## src/hw/rtl/bmpq_pkg.sv

```systemverilog
// Package for the bounded minimum-priority queue.
// Holds sizes, operation and status codes, the controller state type and
// the command word shared by the controller and the datapath.
package bmpq_pkg;

  // Storage size and derived widths.
  localparam int DEPTH = 16;
  localparam int CNT_W = $clog2(DEPTH + 1);
  localparam int VAL_W = 32;
  localparam int CAP_W = 5;
  localparam int STAT_W = 2;

  localparam logic [CAP_W-1:0] CAP_RESET = CAP_W'(16);

  // Operation codes carried in the kind field.
  localparam logic KIND_INSERT = 1'b0;
  localparam logic KIND_REMOVE = 1'b1;

  // Result status codes.
  localparam logic [STAT_W-1:0] ST_OK    = 2'd0;
  localparam logic [STAT_W-1:0] ST_FULL  = 2'd1;
  localparam logic [STAT_W-1:0] ST_EMPTY = 2'd2;

  // Controller states.
  typedef enum logic {
    S_IDLE,
    S_EXEC
  } state_t;

  // Commands from the controller to the datapath.
  typedef struct packed {
    logic load_in;
    logic exec;
  } cmd_t;

endpackage

```

## src/hw/rtl/bmpq_ctrl.sv

```systemverilog
// Controller of the bounded minimum-priority queue.
// Sequences capture, execution and output handoff; depends on bmpq_pkg.
module bmpq_ctrl import bmpq_pkg::*; (
  input  logic clk,
  input  logic rst,
  input  logic in_valid,
  output logic in_ready,
  output logic out_valid,
  input  logic out_ready,
  output cmd_t cmd
);

  state_t state;
  state_t state_next;
  logic   out_valid_next;

  // State and output valid registers.
  always_ff @(posedge clk) begin
    if (rst) begin
      state     <= S_IDLE;
      out_valid <= 1'b0;
    end else begin
      state     <= state_next;
      out_valid <= out_valid_next;
    end
  end

  // Next state and commands. A captured word executes only once the
  // output register is free or being emptied in the same cycle.
  always_comb begin
    state_next     = state;
    out_valid_next = out_valid && !out_ready;
    in_ready       = 1'b0;
    cmd            = '0;
    unique case (state)
      S_IDLE: begin
        in_ready = 1'b1;
        if (in_valid) begin
          cmd.load_in = 1'b1;
          state_next  = S_EXEC;
        end
      end
      S_EXEC: begin
        if (!out_valid || out_ready) begin
          cmd.exec       = 1'b1;
          out_valid_next = 1'b1;
          state_next     = S_IDLE;
        end
      end
      default: begin
        state_next = S_IDLE;
      end
    endcase
  end

endmodule

```

## src/hw/rtl/bmpq_datapath.sv

```systemverilog
// Datapath of the bounded minimum-priority queue: the sorted register
// chain, the count, the capacity register and the result register.
// Depends on bmpq_pkg.
module bmpq_datapath import bmpq_pkg::*; (
  input  logic                     clk,
  input  logic                     rst,
  input  cmd_t                     cmd,
  input  logic                     kind,
  input  logic signed [VAL_W-1:0]  value,
  input  logic                     cfg_valid,
  input  logic [CAP_W-1:0]         cfg_data,
  output logic signed [VAL_W-1:0]  removed_value,
  output logic [STAT_W-1:0]        status,
  output logic [CNT_W-1:0]         occupancy
);

  logic                    kind_q;
  logic signed [VAL_W-1:0] value_q;
  logic signed [VAL_W-1:0] cells [DEPTH];
  logic signed [VAL_W-1:0] cells_next [DEPTH];
  logic [CNT_W-1:0]        count;
  logic [CNT_W-1:0]        count_next;
  logic [CAP_W-1:0]        capacity;
  logic [CNT_W-1:0]        limit;
  logic [DEPTH-1:0]        le;
  logic signed [VAL_W-1:0] removed_next;
  logic [STAT_W-1:0]       status_next;

  // Capacity register and clamp to the chain length.
  always_ff @(posedge clk) begin
    if (rst) begin
      capacity <= CAP_RESET;
    end else if (cfg_valid) begin
      capacity <= cfg_data;
    end
  end

  always_comb begin
    if (int'(capacity) > DEPTH) begin
      limit = CNT_W'(DEPTH);
    end else begin
      limit = CNT_W'(capacity);
    end
  end

  // Every occupied cell compares itself with the new value at once. Since
  // the chain is sorted, the set flags form a prefix of the chain.
  always_comb begin
    for (int i = 0; i < DEPTH; i++) begin
      le[i] = (CNT_W'(i) < count) && (cells[i] <= value_q);
    end
  end

  // Next chain contents, count and result for the captured word.
  always_comb begin
    count_next   = count;
    removed_next = '0;
    status_next  = ST_OK;
    for (int i = 0; i < DEPTH; i++) begin
      cells_next[i] = cells[i];
    end
    if (kind_q == KIND_INSERT) begin
      if (count >= limit) begin
        status_next = ST_FULL;
      end else begin
        // Cells at or below the new value hold, the first other cell takes
        // the value, and the rest move up by one place.
        if (le[0]) begin
          cells_next[0] = cells[0];
        end else begin
          cells_next[0] = value_q;
        end
        for (int i = 1; i < DEPTH; i++) begin
          if (le[i]) begin
            cells_next[i] = cells[i];
          end else if (le[i-1]) begin
            cells_next[i] = value_q;
          end else begin
            cells_next[i] = cells[i-1];
          end
        end
        count_next = count + 1'b1;
      end
    end else begin
      if (count == '0) begin
        status_next = ST_EMPTY;
      end else begin
        // The head leaves and every cell below the top takes the contents of the one above it.
        removed_next = cells[0];
        for (int i = 0; i < DEPTH - 1; i++) begin
          cells_next[i] = cells[i+1];
        end
        count_next = count - 1'b1;
      end
    end
  end

  // Input capture register.
  always_ff @(posedge clk) begin
    if (cmd.load_in) begin
      kind_q  <= kind;
      value_q <= value;
    end
  end

  // Chain cells; their contents above the count are never read.
  always_ff @(posedge clk) begin
    if (cmd.exec) begin
      for (int i = 0; i < DEPTH; i++) begin
        cells[i] <= cells_next[i];
      end
    end
  end

  // Count register.
  always_ff @(posedge clk) begin
    if (rst) begin
      count <= '0;
    end else if (cmd.exec) begin
      count <= count_next;
    end
  end

  // Result register.
  always_ff @(posedge clk) begin
    if (cmd.exec) begin
      removed_value <= removed_next;
      status        <= status_next;
      occupancy     <= count_next;
    end
  end

endmodule

```

## src/hw/rtl/bounded_min_priority_queue.sv

```systemverilog
// Bounded minimum-priority queue of signed 32-bit values.
// Top level joining bmpq_ctrl and bmpq_datapath; depends on bmpq_pkg.
//
// Usage:
//   Input channel (in_valid, in_ready, kind, value): kind 0 inserts value,
//   kind 1 removes the smallest stored value. Equal values leave in the
//   order they arrived.
//   Output channel (out_valid, out_ready, removed_value, status,
//   occupancy): one result word per input word. status is 0 for ok, 1 for
//   an insert refused because the queue is full, 2 for a removal from an
//   empty queue. occupancy is the count after the operation.
//   Configuration channel (cfg_valid, cfg_ready, cfg_data): writes the
//   capacity; values above 16 act as 16. Write only while idle.
// Timing:
//   A word is captured at the accepting edge and executed once the result
//   register is free, so the result is registered behind the input capture
//   register, and no new word is taken until the last one has executed. The
//   sorted register chain does its compare and shift in parallel.
//   When the receiver stalls, one more word is captured and then held
//   until the result register frees up.
// Reset: synchronous; the queue becomes empty and capacity returns to 16.
module bounded_min_priority_queue import bmpq_pkg::*; (
  input  logic                    clk,
  input  logic                    rst,
  input  logic                    in_valid,
  output logic                    in_ready,
  input  logic                    kind,
  input  logic signed [VAL_W-1:0] value,
  output logic                    out_valid,
  input  logic                    out_ready,
  output logic signed [VAL_W-1:0] removed_value,
  output logic [STAT_W-1:0]       status,
  output logic [CNT_W-1:0]        occupancy,
  input  logic                    cfg_valid,
  output logic                    cfg_ready,
  input  logic [CAP_W-1:0]        cfg_data
);

  cmd_t cmd;

  // The capacity register takes a write in any cycle.
  assign cfg_ready = 1'b1;

  bmpq_ctrl u_ctrl (
    .clk       (clk),
    .rst       (rst),
    .in_valid  (in_valid),
    .in_ready  (in_ready),
    .out_valid (out_valid),
    .out_ready (out_ready),
    .cmd       (cmd)
  );

  bmpq_datapath u_datapath (
    .clk           (clk),
    .rst           (rst),
    .cmd           (cmd),
    .kind          (kind),
    .value         (value),
    .cfg_valid     (cfg_valid),
    .cfg_data      (cfg_data),
    .removed_value (removed_value),
    .status        (status),
    .occupancy     (occupancy)
  );

`ifndef SYNTHESIS
  // Occupancy never exceeds the chain length.
  a_occ_bound: assert property (@(posedge clk) disable iff (rst)
    out_valid |-> occupancy <= CNT_W'(DEPTH))
    else $error("occupancy above chain length");

  // A refused insert or an empty removal reports a zero value.
  a_zero_value: assert property (@(posedge clk) disable iff (rst)
    out_valid && (status == ST_FULL || status == ST_EMPTY) |-> removed_value == '0)
    else $error("nonzero value with error status");

  // An empty removal leaves the queue empty.
  a_empty_occ: assert property (@(posedge clk) disable iff (rst)
    out_valid && status == ST_EMPTY |-> occupancy == '0)
    else $error("empty status with nonzero occupancy");

  // A captured word blocks the input until it has executed.
  a_capture: assert property (@(posedge clk) disable iff (rst)
    in_valid && in_ready |=> !in_ready)
    else $error("input taken while a word is pending");
`endif

endmodule

```

## config.mk

```make
export PLATFORM = sky130hd
export DESIGN_NAME = bounded_min_priority_queue
export DESIGN_NICKNAME = d
export VERILOG_FILES = /design/src/hw/rtl/bmpq_pkg.sv /design/src/hw/rtl/bmpq_ctrl.sv /design/src/hw/rtl/bmpq_datapath.sv /design/src/hw/rtl/bounded_min_priority_queue.sv
export SDC_FILE = /design/constraint.sdc
export NUM_CORES = 2
export LEC_CHECK = 0
export BUFFER_PORTS_ARGS = -buffer_cell sky130_fd_sc_hd__buf_4
export CAP_MARGIN = 15
export CORE_MARGIN = 4
export CORE_UTILIZATION = 55
export DETAILED_ROUTE_END_ITERATION = 12
export GPL_ROUTABILITY_DRIVEN = 0
export PLACE_DENSITY = 0.75
export SYNTH_ARGS = -nofsm -noshare
export SYNTH_HDL_FRONTEND = slang
export SYNTH_SLANG_ARGS = --single-unit
```

## constraint.sdc

```tcl
create_clock -name clk -period 11.1 [get_ports clk]
set_input_delay 1.11 -clock clk [delete_from_list [all_inputs] [get_ports clk]]
set_output_delay 1.11 -clock clk [all_outputs]
set_load 0.01 [all_outputs]
```

* Word level (Yosys, flattened, before mapping)
Memory sizes are Yosys's and may differ from the RTL's.
Cells that the tools add are included.
** Cells by class
- $lt $le $gt $ge :: 34
- Add/subtract/negate cells :: 2
- Multiplexer cells :: 53
- Bitwise logic cells :: 2
- Reductions and logical operators :: 22
** Operators by type and width (count)
- two-way mux 32 bit :: 32
- two-way mux 480 bit :: 2
- <= comparator 32 bit :: 16
- two-way mux 512 bit :: 1
- less-than comparator 4 x 5 -> 1 bit, first input constant :: 8
- less-than comparator 3 x 5 -> 1 bit, first input constant :: 4
- two-way mux 5 bit :: 4
- logical AND 1 bit :: 17
- two-way mux 1 bit :: 11
- less-than comparator 1 x 5 -> 1 bit, first input constant :: 2
- less-than comparator 2 x 5 -> 1 bit, first input constant :: 2
- adder 5 x 1 -> 5 bit, second input constant :: 1
- >= comparator 5 bit :: 1
- > comparator 5 bit, second input constant :: 1
- zero test 5 bit :: 1
- subtractor 5 x 1 -> 5 bit, second input constant :: 1
- two-way mux 2 bit :: 2
- zero test 1 bit :: 2
- NOT 1 bit :: 2
- one-hot mux 1 bit (2 select lines) :: 1
- OR reduction 2 bit :: 1
- logical OR 1 bit :: 1
** Storage, ports and cells
- Memory bits (writable) :: 512
- Word-level logic and storage cells :: 123
- Memories :: 1
- Output and inout port bits :: 42
- Input port bits :: 43
- Bits in registers :: 84
** Memories
- u_datapath.cells :: depth 16, width 32, read ports 16, clocked after memory_dff 0, wr ports 16, RTL line bmpq_datapath.sv:19 : logic signed [VAL_W-1:0] cells [DEPTH];

* Depth between registers and ports, before layout
An unclocked memory read counts as a cell.
- Depth in word-level cells :: 7
- Gate-level depth with buffers :: 13

* Modules after synthesis
A second synthesis with hierarchy kept.
** Unflattened totals
- Cells, all modules :: 3806
- Area, all modules :: 40913.0 sq um
** By module, submodules not included
- bmpq_datapath :: times used 1, cells each 3795, area an instance 40814.1 sq um
- bmpq_ctrl :: times used 1, cells each 9, area an instance 87.6 sq um
- bounded_min_priority_queue :: times used 1, cells each 2, area an instance 11.3 sq um

* Worst setup path after synthesis
OpenSTA, ideal clock, no wires.
- Kind :: register to register
- Start :: reg u_datapath.count[0] (netlist name)
- End :: mem u_datapath.cells[14][0], in the netlist u_datapath.cells[1][192] (enable)
- Stages on the path, launching flop included :: 12
- Arrival time :: 4.823 ns
- Setup slack :: 5.807 ns
- Path buffers :: 2
- Cells stage by stage :: dfxtp_1 > clkbuf_1 > inv_1 > ha_1 > nand2b_1 > a21o_1 > a21o_1 > a21o_1 > a21o_1 > clkbuf_1 > a211oi_2 > a21boi_0
** RTL lines (RTL line)
- end, declared :: bmpq_datapath.sv:19

==> run summary <==
## Clocking
- number of CTS-inserted buffers: 68
- number of clock sinks seen by CTS: 596
- clock root buffer master: sky130_fd_sc_hd__clkbuf_16
- insertion delay of the later-clocked pin in the worst-skew pair: 620 ps
- Clock H-tree levels: 3
- clock slew at reported path FFs: 60 ps
- cells resized by post-CTS repair: 0
- Setup Buffers After CTS: 0
- cts hold-fix bufs: 0
- deepest clock path buffer count: 3
- clock tree from TritonCTS: done

## Setup path
- maximum fanout encountered on the critical timing path: 28
- category of the worst setup path launch point: flip-flop
- r2r setup slk: 5650 ps
- destination of the worst register-to-register timing path: u_datapath.cells[1][175]
- required time of the critical path: 11350 ps
- endpoint type of the worst setup path: flip-flop
- reg2reg start: u_datapath.value_q[31]
- data arrival time of the critical path: 5690 ps
- worst-case reg-to-reg path depth: 10
- CP Class: flip-flop to flip-flop

## Timing
- unrepaired setup endpoints after global routing: no
- relative max-transition margin: 22.2%
- number of setup violations in the final report: 0
- crit path time final: 5450 ps
- setup_tns: 0 ps
- maximum clock frequency: 0.184 GHz
- hold violation count in the final report: 0
- transition time at the pin with the least slew margin: 1170 ps
- least setup slack across all paths after layout: 5650 ps
- number of slew-limit violations in the final report: 0
- fin crit share: 49.1%
- final setup skew: 34.1 ps

## Logic synthesis
- FFs w/ async S/R, synth: 0%
- share of the yosys chip area belonging to registers: 43.5%
- Yosys reg bits: 596
- leading post-synthesis cells by cell area: sky130_fd_sc_hd__edfxtp_1 (43%), sky130_fd_sc_hd__ha_1 (16%), sky130_fd_sc_hd__mux2i_1 (8.1%)
- Yosys top cell area share: 42.9%
- most used flip-flop cell after synthesis: sky130_fd_sc_hd__edfxtp_1
- Yosys cell types: 74
- Post-Syn Instances: 3873
- Syn Area/Cell: 10.5 µm²
- largest area contributor in the synthesized netlist: sky130_fd_sc_hd__edfxtp_1
- combined area of all synthesized cells: 0.0408 mm²
- Synthesized Nets: 4436
- Yosys Warn Count: 0
- cell with the most instances after synthesis: sky130_fd_sc_hd__nand2_1
- number of flops mapped to enable cells by yosys: 584
- leading cell types by count after synthesis: sky130_fd_sc_hd__nand2_1 (588), sky130_fd_sc_hd__edfxtp_1 (584), sky130_fd_sc_hd__ha_1 (520)

## Power
- leakage power total: 19.1 nW
- proportion of total power due to net switching: 29.2%
- Int Power: 4.31 mW
- Pwr Density: 137 mW/mm²
- Design Power: 6.09 mW
- total net switching power: 1.78 mW
- maximum vdd ir drop: 0.0972 mV
- part of the power in the clock network: 35.8%
- portion of total power attributed to sequential cells: 46.1%
- Comb pwr share: 18.1%

## Floorplan
- site row count: 99
- Ports: 85
- vertical die dimension: 280 µm
- die area: 0.0787 mm²
- standard cell core area: 0.0733 mm²
- die outline width: 280 µm
- initial cell density of the core: 55.7%

## Finish
- share of cells above drive strength 1: 7.94%
- area grow syn2layout: 8.66%
- final non-filler cell area: 0.0444 mm²
- antenna cells: 0
- Final nets: 4421

## GRT
- wire length of the first global-routing pass: 180000 µm
- maximum number of pins on one net before global-route repair: 170
- leftover overflow at the end of global routing: 0
- global-route usage over all layers: 28.8%
- number of global-route vias before repair: 31200
- initial antenna violation count: 0

## Placement
- pre-CTS setup slack: 5860 ps
- placed standard-cell area: 0.0423 mm²
- post-detail-place hpwl: 82400 µm
- number of input and output port buffers inserted: 83

## Route
- DR pass1 iterations: 6
- violation count after the first detailed-routing iteration: 3488
- vias after detailed routing: 32300
- via count normalized by instance count: 6.63
- post-detailed-route wirelength per cell: 23.8 µm
- Routed WL: 115000 µm
- Final ANT Viol Nets: 0
- DR DRC count: 0

## Worst hold path
- worst min-delay path category: flip-flop to flip-flop
- cell count of the worst hold path: 2
- startpoint of the most critical hold path: u_datapath.capacity[0]
- worst hold endpoint: u_datapath.capacity[0]

## Run
- max cap viols: 0

## Run status
- result of the run: finished clean

-- worst max-delay path, cell delays in order (launching register included) --
cell and delay [ps]:
sky130_fd_sc_hd__edfxtp_1 770, sky130_fd_sc_hd__inv_1 640, sky130_fd_sc_hd__ha_1 640, sky130_fd_sc_hd__nand4_1 180, sky130_fd_sc_hd__nor4_1 730, sky130_fd_sc_hd__inv_1 90
sky130_fd_sc_hd__o32a_1 370, sky130_fd_sc_hd__nand2_2 330, sky130_fd_sc_hd__buf_4 520, sky130_fd_sc_hd__o21a_1 300, sky130_fd_sc_hd__buf_4 460
-- power by group through the flow --
stage	registers (mW)	clock network (mW)	logic, mW
floorplan	2.79	0	0.771
global placement	2.84	0	1.04
detailed placement	2.85	0	1.08
CTS	2.80	2.21	1.09
global route	2.82	2.30	1.22
finish	2.81	2.18	1.10
-- per-stage QoR --
step	hold slack, ps	instances	util, %
after CTS	502	4863	60.5
after global placement	479	4747	57.7
final	499	4863	60.5
after global routing	530	4863	60.5
after detailed placement	488	4747	57.7
after floorplan	452	3873	-
-- worst max path at each step --
stage                      startpoint                  endpoint  cells past startpoint
2_1_floorplan     u_datapath.count[0]  u_datapath.cells[1][192]                     11
3_3_place_gp   u_datapath.value_q[31]  u_datapath.cells[1][166]                     10
3_5_place_dp   u_datapath.value_q[31]  u_datapath.cells[1][169]                     10
4_1_cts        u_datapath.value_q[31]  u_datapath.cells[1][174]                     10
5_1_grt        u_datapath.value_q[31]  u_datapath.cells[1][163]                     10
6_report       u_datapath.value_q[31]  u_datapath.cells[1][175]                     10
-- cell families (layout without fill, tap and decap cells) --
kind of cell	count (synthesis)	count (layout)	synth area share, %
fa+ha+maj	520	520	15.9
simple gates	1040	1040	11.6
compound gates	1019	1019	16.4
mux	363	363	9.00
buf+inv	332	363	3.50
other cells	1	1	0.00918
xor+xnor	2	2	0.0429
flops	596	596	43.5
-- area by class of cell --
class | count | area [µm²]
clock buffer | 85 | 1830
clock inverter | 31 | 246
fill | 6003 | 29000
inverter | 78 | 293
multi-input combinational | 2945 | 21700
sequential | 596 | 17800
tap | 959 | 1200
timing repair buffer | 169 | 1280
-- metal layers --
layer / wire [µm] / vias to the layer above / GRT usage (%) / part of all wire [%]
li1: - / 15000 / - / -
met1: 49300 / 15500 / 40.4 / 43
met2: 51600 / 1459 / 44.8 / 45
met3: 9250 / 262 / 4.01 / 8.0
met4: 5290 / 0 / 13.0 / 4.6
met5: 0 / - / 0 / 0
-- cell usage in the layout (no fill, tap or decap), types with 9 or more instances in the layout --
master and instances:
sky130_fd_sc_hd__a21oi_1 277, sky130_fd_sc_hd__o311ai_1 73, sky130_fd_sc_hd__mux2i_1 330, sky130_fd_sc_hd__mux2_2 29, sky130_fd_sc_hd__o31ai_1 261, sky130_fd_sc_hd__clkinv_2 9, sky130_fd_sc_hd__a221oi_1 9, sky130_fd_sc_hd__a21boi_0 11
sky130_fd_sc_hd__o21ai_1 111, sky130_fd_sc_hd__nand2_1 586, sky130_fd_sc_hd__clkbuf_16 70, sky130_fd_sc_hd__and2_1 33, sky130_fd_sc_hd__inv_1 77, sky130_fd_sc_hd__clkbuf_1 13, sky130_fd_sc_hd__nor2_1 54, sky130_fd_sc_hd__ha_1 520
sky130_fd_sc_hd__a21o_1 40, sky130_fd_sc_hd__dfxtp_1 12, sky130_fd_sc_hd__nand3_1 138, sky130_fd_sc_hd__nor4_1 20, sky130_fd_sc_hd__nor2b_1 22, sky130_fd_sc_hd__a211oi_1 21, sky130_fd_sc_hd__o21ai_0 76, sky130_fd_sc_hd__o21a_1 24
sky130_fd_sc_hd__o211ai_1 27, sky130_fd_sc_hd__edfxtp_1 584, sky130_fd_sc_hd__nor3_1 20, sky130_fd_sc_hd__buf_4 168, sky130_fd_sc_hd__clkinv_1 12, sky130_fd_sc_hd__nand4_1 117, sky130_fd_sc_hd__o311ai_0 20
-- flip-flops by register name, summed over array words and instances, names as in the netlist --
| name | flops |
|---|---|
| u_datapath.cells | 512 |
| u_ctrl.state | 1 |
| u_datapath.count | 5 |
| u_ctrl.out_valid | 1 |
| u_datapath.kind_q | 1 |
| u_datapath.status | 2 |
| u_datapath.occupancy | 5 |
| u_datapath.capacity | 5 |
| u_datapath.value_q | 32 |
| u_datapath.removed_value | 32 |
No activity file was read; power rests on OpenSTA's default activity.
